--- src/rtl/assert_macros.svh ---
`ifndef ASSERT_MACROS_SVH
`define ASSERT_MACROS_SVH

// same-cycle implication, sampled on clock, off during reset
`define ASSERT_SAME(label, ante, cons, msg) \
   label: assert property (@(posedge clock) disable iff (reset) (ante) |-> (cons)) \
      else $error(msg);

// next-cycle implication
`define ASSERT_NEXT(label, ante, cons, msg) \
   label: assert property (@(posedge clock) disable iff (reset) (ante) |=> (cons)) \
      else $error(msg);

`endif

--- src/rtl/sirt_pkg.sv ---
`timescale 1ns / 1ps

package sirt_pkg;

   localparam int TABLE_DEPTH = 64;
   localparam int AW = $clog2(TABLE_DEPTH);
   localparam int CW = $clog2(TABLE_DEPTH + 1);

   localparam int TW = 12;
   localparam int RW = 16;

   localparam int HOURS_PER_DAY = 24;
   localparam int TIME_SCALE = 100;
   localparam logic [TW-1:0] MAX_TIME = TW'(HOURS_PER_DAY * TIME_SCALE);

   localparam logic [1:0] ST_OK       = 2'd0;
   localparam logic [1:0] ST_INVALID  = 2'd1;
   localparam logic [1:0] ST_CONFLICT = 2'd2;
   localparam logic [1:0] ST_FULL     = 2'd3;

   typedef struct packed {
      logic [TW-1:0] start_time;
      logic [TW-1:0] stop_time;
      logic [RW-1:0] room;
   } entry_type;

   localparam int ENTRY_W = $bits(entry_type);

endpackage

--- src/rtl/sirt_ram.sv ---
`timescale 1ns / 1ps

module sirt_ram #(
   parameter int WIDTH = 8,
   parameter int DEPTH = 16
) (
   input  logic                     clock,
   input  logic                     wr_en,
   input  logic [$clog2(DEPTH)-1:0] wr_addr,
   input  logic [WIDTH-1:0]         wr_data,
   input  logic                     rd_en,
   input  logic [$clog2(DEPTH)-1:0] rd_addr,
   output logic [WIDTH-1:0]         rd_data
);

   logic [WIDTH-1:0] mem [DEPTH];
   logic [WIDTH-1:0] rd_data_ff;

   always_ff @(posedge clock) begin
      if (wr_en) begin
         mem[wr_addr] <= wr_data;
      end
      if (rd_en) begin
         rd_data_ff <= mem[rd_addr];
      end
   end

   assign rd_data = rd_data_ff;

endmodule

--- src/rtl/sorted_interval_reservation_table_core.sv ---
`timescale 1ns / 1ps
// Sorted interval reservation table.
// req_ channel: one transfer per reservation (begin time, end time, room tag).
// rsp_ channel: exactly one transfer per request (status, slot position,
// entry count after the request).
// Entries are kept in time order in a single-port-read, single-port-write RAM
// with a registered read. A binary search over the RAM finds the gap; later
// entries are then moved up one place, one entry per cycle, and the new entry
// is written.
// An invalid request goes straight to the result, and an insert into an empty
// table straight to the write. Otherwise the search probes run first, then the
// final check of the entries at lo and hi, then any moves and the write; a
// conflict at a probe or at the final check, or a full table, ends it early.
// One request is in work at a time: req_stall is high from the accepting edge
// until the result is loaded into the output register, so the next transfer can
// come in the same cycle that rsp_valid rises.
// A result waiting under rsp_stall does not block the next request transfer; the
// block then holds its finished result internally until the output register frees.
// Reset (synchronous) empties the table; RAM contents need no clearing.

`include "assert_macros.svh"

module sorted_interval_reservation_table_core (
   input  logic               clock,
   input  logic               reset,
   input  logic               req_valid,
   output logic               req_stall,
   input  logic [11:0]        req_begin_time,
   input  logic [11:0]        req_end_time,
   input  logic signed [15:0] req_room_tag,
   output logic               rsp_valid,
   input  logic               rsp_stall,
   output logic [1:0]         rsp_status,
   output logic [6:0]         rsp_slot_position,
   output logic [6:0]         rsp_entry_count
);

   localparam logic [2:0] S_IDLE    = 3'd0;
   localparam logic [2:0] S_SEARCH  = 3'd1;
   localparam logic [2:0] S_PROBE   = 3'd2;
   localparam logic [2:0] S_READ_HI = 3'd3;
   localparam logic [2:0] S_FINAL   = 3'd4;
   localparam logic [2:0] S_SHIFT   = 3'd5;
   localparam logic [2:0] S_WRITE   = 3'd6;
   localparam logic [2:0] S_DONE    = 3'd7;

   localparam int AW = sirt_pkg::AW;
   localparam int CW = sirt_pkg::CW;
   localparam int TW = sirt_pkg::TW;
   localparam logic [CW-1:0] DEPTH_C = CW'(sirt_pkg::TABLE_DEPTH);

   logic [2:0]          state_ff, state_in;
   logic [CW-1:0]       count_ff, count_in;
   logic [TW-1:0]       nb_ff, nb_in;
   logic [TW-1:0]       ne_ff, ne_in;
   logic [15:0]         room_ff, room_in;
   logic [AW-1:0]       lo_ff, lo_in;
   logic [AW-1:0]       hi_ff, hi_in;
   logic [AW-1:0]       mid_ff, mid_in;
   logic [TW-1:0]       lo_start_ff, lo_start_in;
   logic [TW-1:0]       lo_stop_ff, lo_stop_in;
   logic [CW-1:0]       gap_ff, gap_in;
   logic [AW-1:0]       rp_ff, rp_in;
   logic [CW-1:0]       rem_ff, rem_in;
   logic                pend_ff, pend_in;
   logic [AW-1:0]       dst_ff, dst_in;
   logic [1:0]          res_status_ff, res_status_in;
   logic                rsp_valid_ff, rsp_valid_in;
   logic [1:0]          rsp_status_ff, rsp_status_in;
   logic [6:0]          rsp_pos_ff, rsp_pos_in;
   logic [6:0]          rsp_count_ff, rsp_count_in;

   logic                     wr_en;
   logic [AW-1:0]            wr_addr;
   logic [sirt_pkg::ENTRY_W-1:0] wr_data;
   logic                     rd_en;
   logic [AW-1:0]            rd_addr;
   logic [sirt_pkg::ENTRY_W-1:0] rd_data;
   sirt_pkg::entry_type      rd_entry;
   sirt_pkg::entry_type      new_entry;

   logic [AW:0]   lohi_sum;
   logic [CW-1:0] last_idx;
   logic          req_xfer;
   logic          rsp_xfer;
   logic          invalid;

   sirt_ram #(
      .WIDTH (sirt_pkg::ENTRY_W),
      .DEPTH (sirt_pkg::TABLE_DEPTH)
   ) u_store (
      .clock   (clock),
      .wr_en   (wr_en),
      .wr_addr (wr_addr),
      .wr_data (wr_data),
      .rd_en   (rd_en),
      .rd_addr (rd_addr),
      .rd_data (rd_data)
   );

   assign rd_entry  = rd_data;
   assign new_entry = '{start_time: nb_ff, stop_time: ne_ff, room: room_ff};

   assign req_stall = (state_ff != S_IDLE);
   assign req_xfer  = req_valid && !req_stall;
   assign rsp_xfer  = rsp_valid_ff && !rsp_stall;
   assign lohi_sum  = {1'b0, lo_ff} + {1'b0, hi_ff};
   assign last_idx  = count_ff - CW'(1);
   assign invalid   = (req_begin_time > sirt_pkg::MAX_TIME) ||
                      (req_end_time > sirt_pkg::MAX_TIME) || req_room_tag[15];

   always_comb begin
      state_in      = state_ff;
      count_in      = count_ff;
      nb_in         = nb_ff;
      ne_in         = ne_ff;
      room_in       = room_ff;
      lo_in         = lo_ff;
      hi_in         = hi_ff;
      mid_in        = mid_ff;
      lo_start_in   = lo_start_ff;
      lo_stop_in    = lo_stop_ff;
      gap_in        = gap_ff;
      rp_in         = rp_ff;
      rem_in        = rem_ff;
      pend_in       = 1'b0;
      dst_in        = dst_ff;
      res_status_in = res_status_ff;
      rsp_valid_in  = rsp_xfer ? 1'b0 : rsp_valid_ff;
      rsp_status_in = rsp_status_ff;
      rsp_pos_in    = rsp_pos_ff;
      rsp_count_in  = rsp_count_ff;
      rd_en         = 1'b0;
      rd_addr       = lo_ff;
      wr_en         = 1'b0;
      wr_addr       = dst_ff;
      wr_data       = rd_data;

      unique case (state_ff)
         S_IDLE: begin
            if (req_xfer) begin
               nb_in         = req_begin_time;
               ne_in         = req_end_time;
               room_in       = req_room_tag;
               res_status_in = sirt_pkg::ST_OK;
               lo_in         = '0;
               hi_in         = AW'(last_idx);
               gap_in        = '0;
               if (invalid) begin
                  res_status_in = sirt_pkg::ST_INVALID;
                  state_in      = S_DONE;
               end else if (count_ff == '0) begin
                  state_in = S_WRITE;
               end else begin
                  state_in = S_SEARCH;
               end
            end
         end
         S_SEARCH: begin
            rd_en = 1'b1;
            if ((hi_ff - lo_ff) > AW'(1)) begin
               mid_in   = lohi_sum[AW:1];
               rd_addr  = lohi_sum[AW:1];
               state_in = S_PROBE;
            end else begin
               rd_addr  = lo_ff;
               state_in = S_READ_HI;
            end
         end
         S_PROBE: begin
            state_in = S_SEARCH;
            if (nb_ff >= rd_entry.stop_time) begin
               lo_in = mid_ff;
            end else if (ne_ff <= rd_entry.start_time) begin
               hi_in = mid_ff;
            end else begin
               res_status_in = sirt_pkg::ST_CONFLICT;
               state_in      = S_DONE;
            end
         end
         S_READ_HI: begin
            lo_start_in = rd_entry.start_time;
            lo_stop_in  = rd_entry.stop_time;
            rd_en       = 1'b1;
            rd_addr     = hi_ff;
            state_in    = S_FINAL;
         end
         S_FINAL: begin
            state_in = S_DONE;
            if (nb_ff >= lo_stop_ff && ne_ff <= rd_entry.start_time) begin
               gap_in = CW'(hi_ff);
            end else if (nb_ff >= rd_entry.stop_time && CW'(hi_ff) == last_idx) begin
               gap_in = count_ff;
            end else if (ne_ff <= lo_start_ff && lo_ff == '0) begin
               gap_in = '0;
            end else begin
               res_status_in = sirt_pkg::ST_CONFLICT;
            end
            if (res_status_in == sirt_pkg::ST_OK) begin
               if (count_ff == DEPTH_C) begin
                  res_status_in = sirt_pkg::ST_FULL;
               end else if (gap_in == count_ff) begin
                  state_in = S_WRITE;
               end else begin
                  rp_in    = AW'(last_idx);
                  rem_in   = count_ff - gap_in;
                  state_in = S_SHIFT;
               end
            end
         end
         S_SHIFT: begin
            wr_en   = pend_ff;
            wr_addr = dst_ff;
            wr_data = rd_data;
            if (rem_ff != '0) begin
               rd_en   = 1'b1;
               rd_addr = rp_ff;
               dst_in  = rp_ff + AW'(1);
               pend_in = 1'b1;
               rp_in   = rp_ff - AW'(1);
               rem_in  = rem_ff - CW'(1);
            end else begin
               state_in = S_WRITE;
            end
         end
         S_WRITE: begin
            wr_en    = 1'b1;
            wr_addr  = AW'(gap_ff);
            wr_data  = new_entry;
            count_in = count_ff + CW'(1);
            state_in = S_DONE;
         end
         S_DONE: begin
            if (!rsp_valid_ff || !rsp_stall) begin
               rsp_valid_in  = 1'b1;
               rsp_status_in = res_status_ff;
               rsp_pos_in    = (res_status_ff == sirt_pkg::ST_OK) ? 7'(gap_ff) : 7'd0;
               rsp_count_in  = 7'(count_ff);
               state_in      = S_IDLE;
            end
         end
         default: begin
            state_in = S_IDLE;
         end
      endcase
   end

   always_ff @(posedge clock) begin
      if (reset) begin
         state_ff     <= S_IDLE;
         count_ff     <= '0;
         pend_ff      <= 1'b0;
         rsp_valid_ff <= 1'b0;
      end else begin
         state_ff     <= state_in;
         count_ff     <= count_in;
         pend_ff      <= pend_in;
         rsp_valid_ff <= rsp_valid_in;
      end
   end

   always_ff @(posedge clock) begin
      nb_ff         <= nb_in;
      ne_ff         <= ne_in;
      room_ff       <= room_in;
      lo_ff         <= lo_in;
      hi_ff         <= hi_in;
      mid_ff        <= mid_in;
      lo_start_ff   <= lo_start_in;
      lo_stop_ff    <= lo_stop_in;
      gap_ff        <= gap_in;
      rp_ff         <= rp_in;
      rem_ff        <= rem_in;
      dst_ff        <= dst_in;
      res_status_ff <= res_status_in;
      rsp_status_ff <= rsp_status_in;
      rsp_pos_ff    <= rsp_pos_in;
      rsp_count_ff  <= rsp_count_in;
   end

   assign rsp_valid         = rsp_valid_ff;
   assign rsp_status        = rsp_status_ff;
   assign rsp_slot_position = rsp_pos_ff;
   assign rsp_entry_count   = rsp_count_ff;

   `ASSERT_SAME(a_count_bound, 1'b1, count_ff <= DEPTH_C, "entry count above table depth")
   `ASSERT_SAME(a_rw_hazard, wr_en && rd_en, wr_addr != rd_addr, "read and write hit one entry")
   `ASSERT_SAME(a_search_order, state_ff == S_SEARCH, lo_ff <= hi_ff, "search bounds crossed")
   `ASSERT_SAME(a_write_slot, state_ff == S_WRITE,
                gap_ff <= count_ff && count_ff < DEPTH_C, "insert slot out of range")
   `ASSERT_NEXT(a_insert_count, state_ff == S_WRITE,
                count_ff == $past(count_ff) + CW'(1), "count not bumped on insert")

endmodule

--- config.mk ---
export PLATFORM = sky130hd
export DESIGN_NAME = sorted_interval_reservation_table_core
export DESIGN_NICKNAME = d
export VERILOG_FILES = /design/src/rtl/sirt_pkg.sv /design/src/rtl/sirt_ram.sv /design/src/rtl/sorted_interval_reservation_table_core.sv
export VERILOG_INCLUDE_DIRS = /design/src /design/src/rtl
export SDC_FILE = /design/constraint.sdc
export NUM_CORES = 2
export LEC_CHECK = 0
export BUFFER_PORTS_ARGS = -buffer_cell sky130_fd_sc_hd__buf_2
export CELL_PAD_IN_SITES_DETAIL_PLACEMENT = 0
export CELL_PAD_IN_SITES_GLOBAL_PLACEMENT = 1
export CORE_MARGIN = 2
export CORE_UTILIZATION = 35
export CTS_CLUSTER_DIAMETER = 80
export CTS_CLUSTER_SIZE = 8
export DETAILED_ROUTE_END_ITERATION = 10
export PLACE_DENSITY = 0.54
export SYNTH_ARGS = -nofsm -noshare
export SYNTH_HDL_FRONTEND = slang
export SYNTH_SLANG_ARGS = --single-unit
--- constraint.sdc ---
create_clock -name clock -period 5.1 [get_ports clock]
set_clock_uncertainty 0.15 [all_clocks]
set_input_delay 1.02 -clock clock [delete_from_list [all_inputs] [get_ports clock]]
set_output_delay 1.02 -clock clock [all_outputs]
set_load 0.05 [all_outputs]
==> implementation parameters <==
Parameter                              Value

Status
  Result of the run    finished, final reports clean

Floorplan
  Total number of placement rows    161
  Core Region    192000 um2
  Overall die width    444 um
  Die height    444 um
  Die area    197000 um2
  IO Pins    62
  Initial cell density of the core    35.2%

Global routing
  Total routing usage reported by global routing    20.9%
  Number of antenna violations at the first check in global routing    2
  Maximum number of pins on one net before global-route repair    82
  Global-route wire length before repair    294000 um
  Aggregate global routing overflow    0
  Vias in the first global route    39600

Power
  Total Power    60000 uW
  Static Leak    0.0274 uW
  IR Drop Worst-Case VDD    0.472 mV
  Power density over cell area    742 nW/um2

Logic synthesis
  Share of async-settable or async-resettable flops after synthesis    0%
  Number of flops mapped to enable cells by yosys    1670
  Net Count, Synth    4423
  Sequential area share after synthesis    74.5%
  Leading register cell type out of synthesis    edfxtp_1
  Syn Area/Cell    15.7 um2
  Number of warning messages in the yosys log    0
  Seq cells post-synth    1682
  Netlist Area Pre-Place    67700 um2
  Number of library cell types mapped by synthesis    74
  Cells after Synth    4306

Worst setup path
  Buffers and inverters on the worst path    3
  Critical-path cell with the highest stage delay    o221ai_1
  Biggest cell delay along the critical path    0.60 ns
  Crit path top cell by count    buf_4
  Category of the most critical setup path    flip-flop to flip-flop
  Critical Path End Type    flip-flop
  Max Fanout on Critical Path    22
  Top delay family on crit path    compound AO/OA/AOI/OAI gates
  Number of cells on the worst reg-to-reg path    15
  Type of element launching the critical path    flip-flop
  Data required, critical path    5.55 ns
  Worst path cell trace    ha_1 -> fa_1 -> a21boi_0 -> o2111ai_1 -> a21oi_1 -> nand2_1 -> o41a_1 -> buf_4 -> nand2_8 -> buf_12 -> mux4_2 -> o221ai_1 -> a211oi_1 -> buf_4 -> a31o_2
  Data arrival time of the critical path    5.37 ns
  Levels on crit path    15

Layout
  Fin nets    4909
  Layout cells sized above 1    22.1%
  Synthesis-to-layout area growth    19.4%
  Leading cell type in the layout, fill and taps excluded    edfxtp_1
  Final design area excluding fillers    80800 um2
  Top library cells by usage in the layout, fill and taps aside    1670 x edfxtp_1, 784 x nand2_1, 392 x buf_4
  Fillers    17200

Timing
  Ratio of final minimum period to clock period    96.5%
  Slew of the pin with the lowest slew margin    1.13 ns
  Final Hold Fails    0
  Total setup violations reported at the end of the flow    0
  Tmin final    4.92 ns
  Final slew viol count    0
  Unrepaired setup endpoints after global routing    no
  Relative slew margins    25.0%
  Fmax    203 MHz

Job
  Max-cap check violation count    0

Clock tree
  Sinks on Clock Net    1682
  Post-CTS clock slew at the launch and capture registers of the worst setup and hold paths    0.05 ns
  Buffers inserted by post-CTS timing repair    0
  Number of H-tree levels    4
  Clock Path Buffers    3
  CTS tree    yes
  Later-pin clock latency in the skew report    0.86 ns
  Number of buffers created by CTS    229
  Root Driver    clkbuf_16
  Number of buffers inserted for hold repair after clock tree synthesis    0

Route
  Number of nets still failing antenna checks after routing    0
  Total wire length    208000 um
  Detailed-router iteration count before antenna repair    5
  Avg WL per Cell    28.2 um
  Via-per-instance ratio    5.43
  Drt initial violations    3744
  Routed vias    39900
  Final routed DRC violation total    0

Hold path
  Class of the most critical hold timing path    input pin to flip-flop
  Worst hold stages    1

Placed design
  Count of input and output buffers    46
  Final weighted congestion in routability-driven placement    0.818
  Detailed placer's ending HPWL    127000 um
  Placed cell areas    74600 um2
cell type report:
| type | instances | area, um2 | share of cell area (%) |
|---|---|---|---|
| Antenna cell | 2 | 5.00 | 0.00620 |
| Clock buffer | 252 | 5840 | 7.23 |
| Clock inverter | 16 | 267 | 0.330 |
| Inverter | 77 | 289 | 0.358 |
| Multi-Input combinational cell | 2307 | 16500 | 20.5 |
| Sequential cell | 1682 | 50400 | 62.4 |
| Tap cell | 2526 | 3160 | 3.91 |
| Timing Repair Buffer | 495 | 4300 | 5.33 |
state kept, by name (all words and copies together) (netlist names), 3 cells and up:
name and cells:
count_ff 7, dst_ff 6, gap_ff 7, hi_ff 6
lo_ff 6, lo_start_ff 12, lo_stop_ff 12, mid_ff 6
nb_ff 12, ne_ff 12, rem_ff 7, rp_ff 6
rsp_entry_count 7, rsp_slot_position 7, state_ff 3, u_store.mem 1536
u_store.rd_data 24
layer usage:
layer	track usage [%]	part of all wire [%]	up-vias
met5	0	0	-
met4	5.50	2.2	0
met3	3.24	5.9	256
met2	32.9	46	1245
met1	30.2	46	20900
li1	-	-	17600
report_power, final:
group	internal [uW]	switching [uW]	leakage, uW	total (uW)
clock network	7970	5520	0.00298	13500
registers	18300	416	0.0151	18700
logic	9950	17800	0.00924	27700
total	36200	23700	0.0274	60000
path summary, 6_finish.rpt:
| path | startpoint | endpoint | slack, ns |
|---|---|---|---|
| setup reg to reg | lo_ff[0] | u_store.rd_data[17] | 0.18 |
| setup / recovery | lo_ff[0] | u_store.rd_data[17] | 0.18 |
| hold / removal | req_end_time[7] | ne_ff[7] | 0.21 |
| hold reg to reg | u_store.rd_data[26] | lo_stop_ff[10] | 0.30 |
cell usage after synthesis (48+ instances only):
library cell	n	share of area [%]
edfxtp_1	1670	74
nand2_1	786	4.4
nand3_1	317	2.3
mux4_2	156	5.2
nor2_1	131	0.73
mux2i_1	121	1.8
a21oi_1	105	0.78
buf_2	96	0.71
clkbuf_1	89	0.49
inv_1	77	0.43
ha_1	70	1.3
o21ai_0	56	0.41
a31oi_1	48	0.44
timing repair:
| item | CTS | global route |
|---|---|---|
| pin swaps | 0 | 0 |
| resized for setup | 3 | 11 |
| gates cloned | 0 | 0 |
| endpoints found under the setup margin | 8 | 21 |
stage by stage:
step | worst slack (ns) | hold slack [ns] | cells | TNS, ns | util, %
floorplan | 0.0445 | 0.256 | 4306 | 0 | -
global placement | -0.146 | 0.284 | 7087 | -0.267 | 38.8
global route | 0.0103 | 0.157 | 7355 | 0 | 42.0
detailed placement | -0.156 | 0.291 | 7087 | -0.386 | 38.8
finish | 0.180 | 0.209 | 7357 | 0 | 42.0
CTS | 0.0250 | 0.139 | 7355 | 0 | 42.0
logic make-up after synthesis:
logic type,after synthesis,share of synthesized area [%]
multiplexers,285,7.11
XOR/XNOR,36,0.466
flip-flops,1682,74.5
adder cells (fa/ha/maj),73,1.38
AND/OR/NAND/NOR,1379,8.75
AO/OA/AOI/OAI,534,5.67
buffers and inverters,317,2.16
Note: power is estimated with default switching activity, not from simulation.
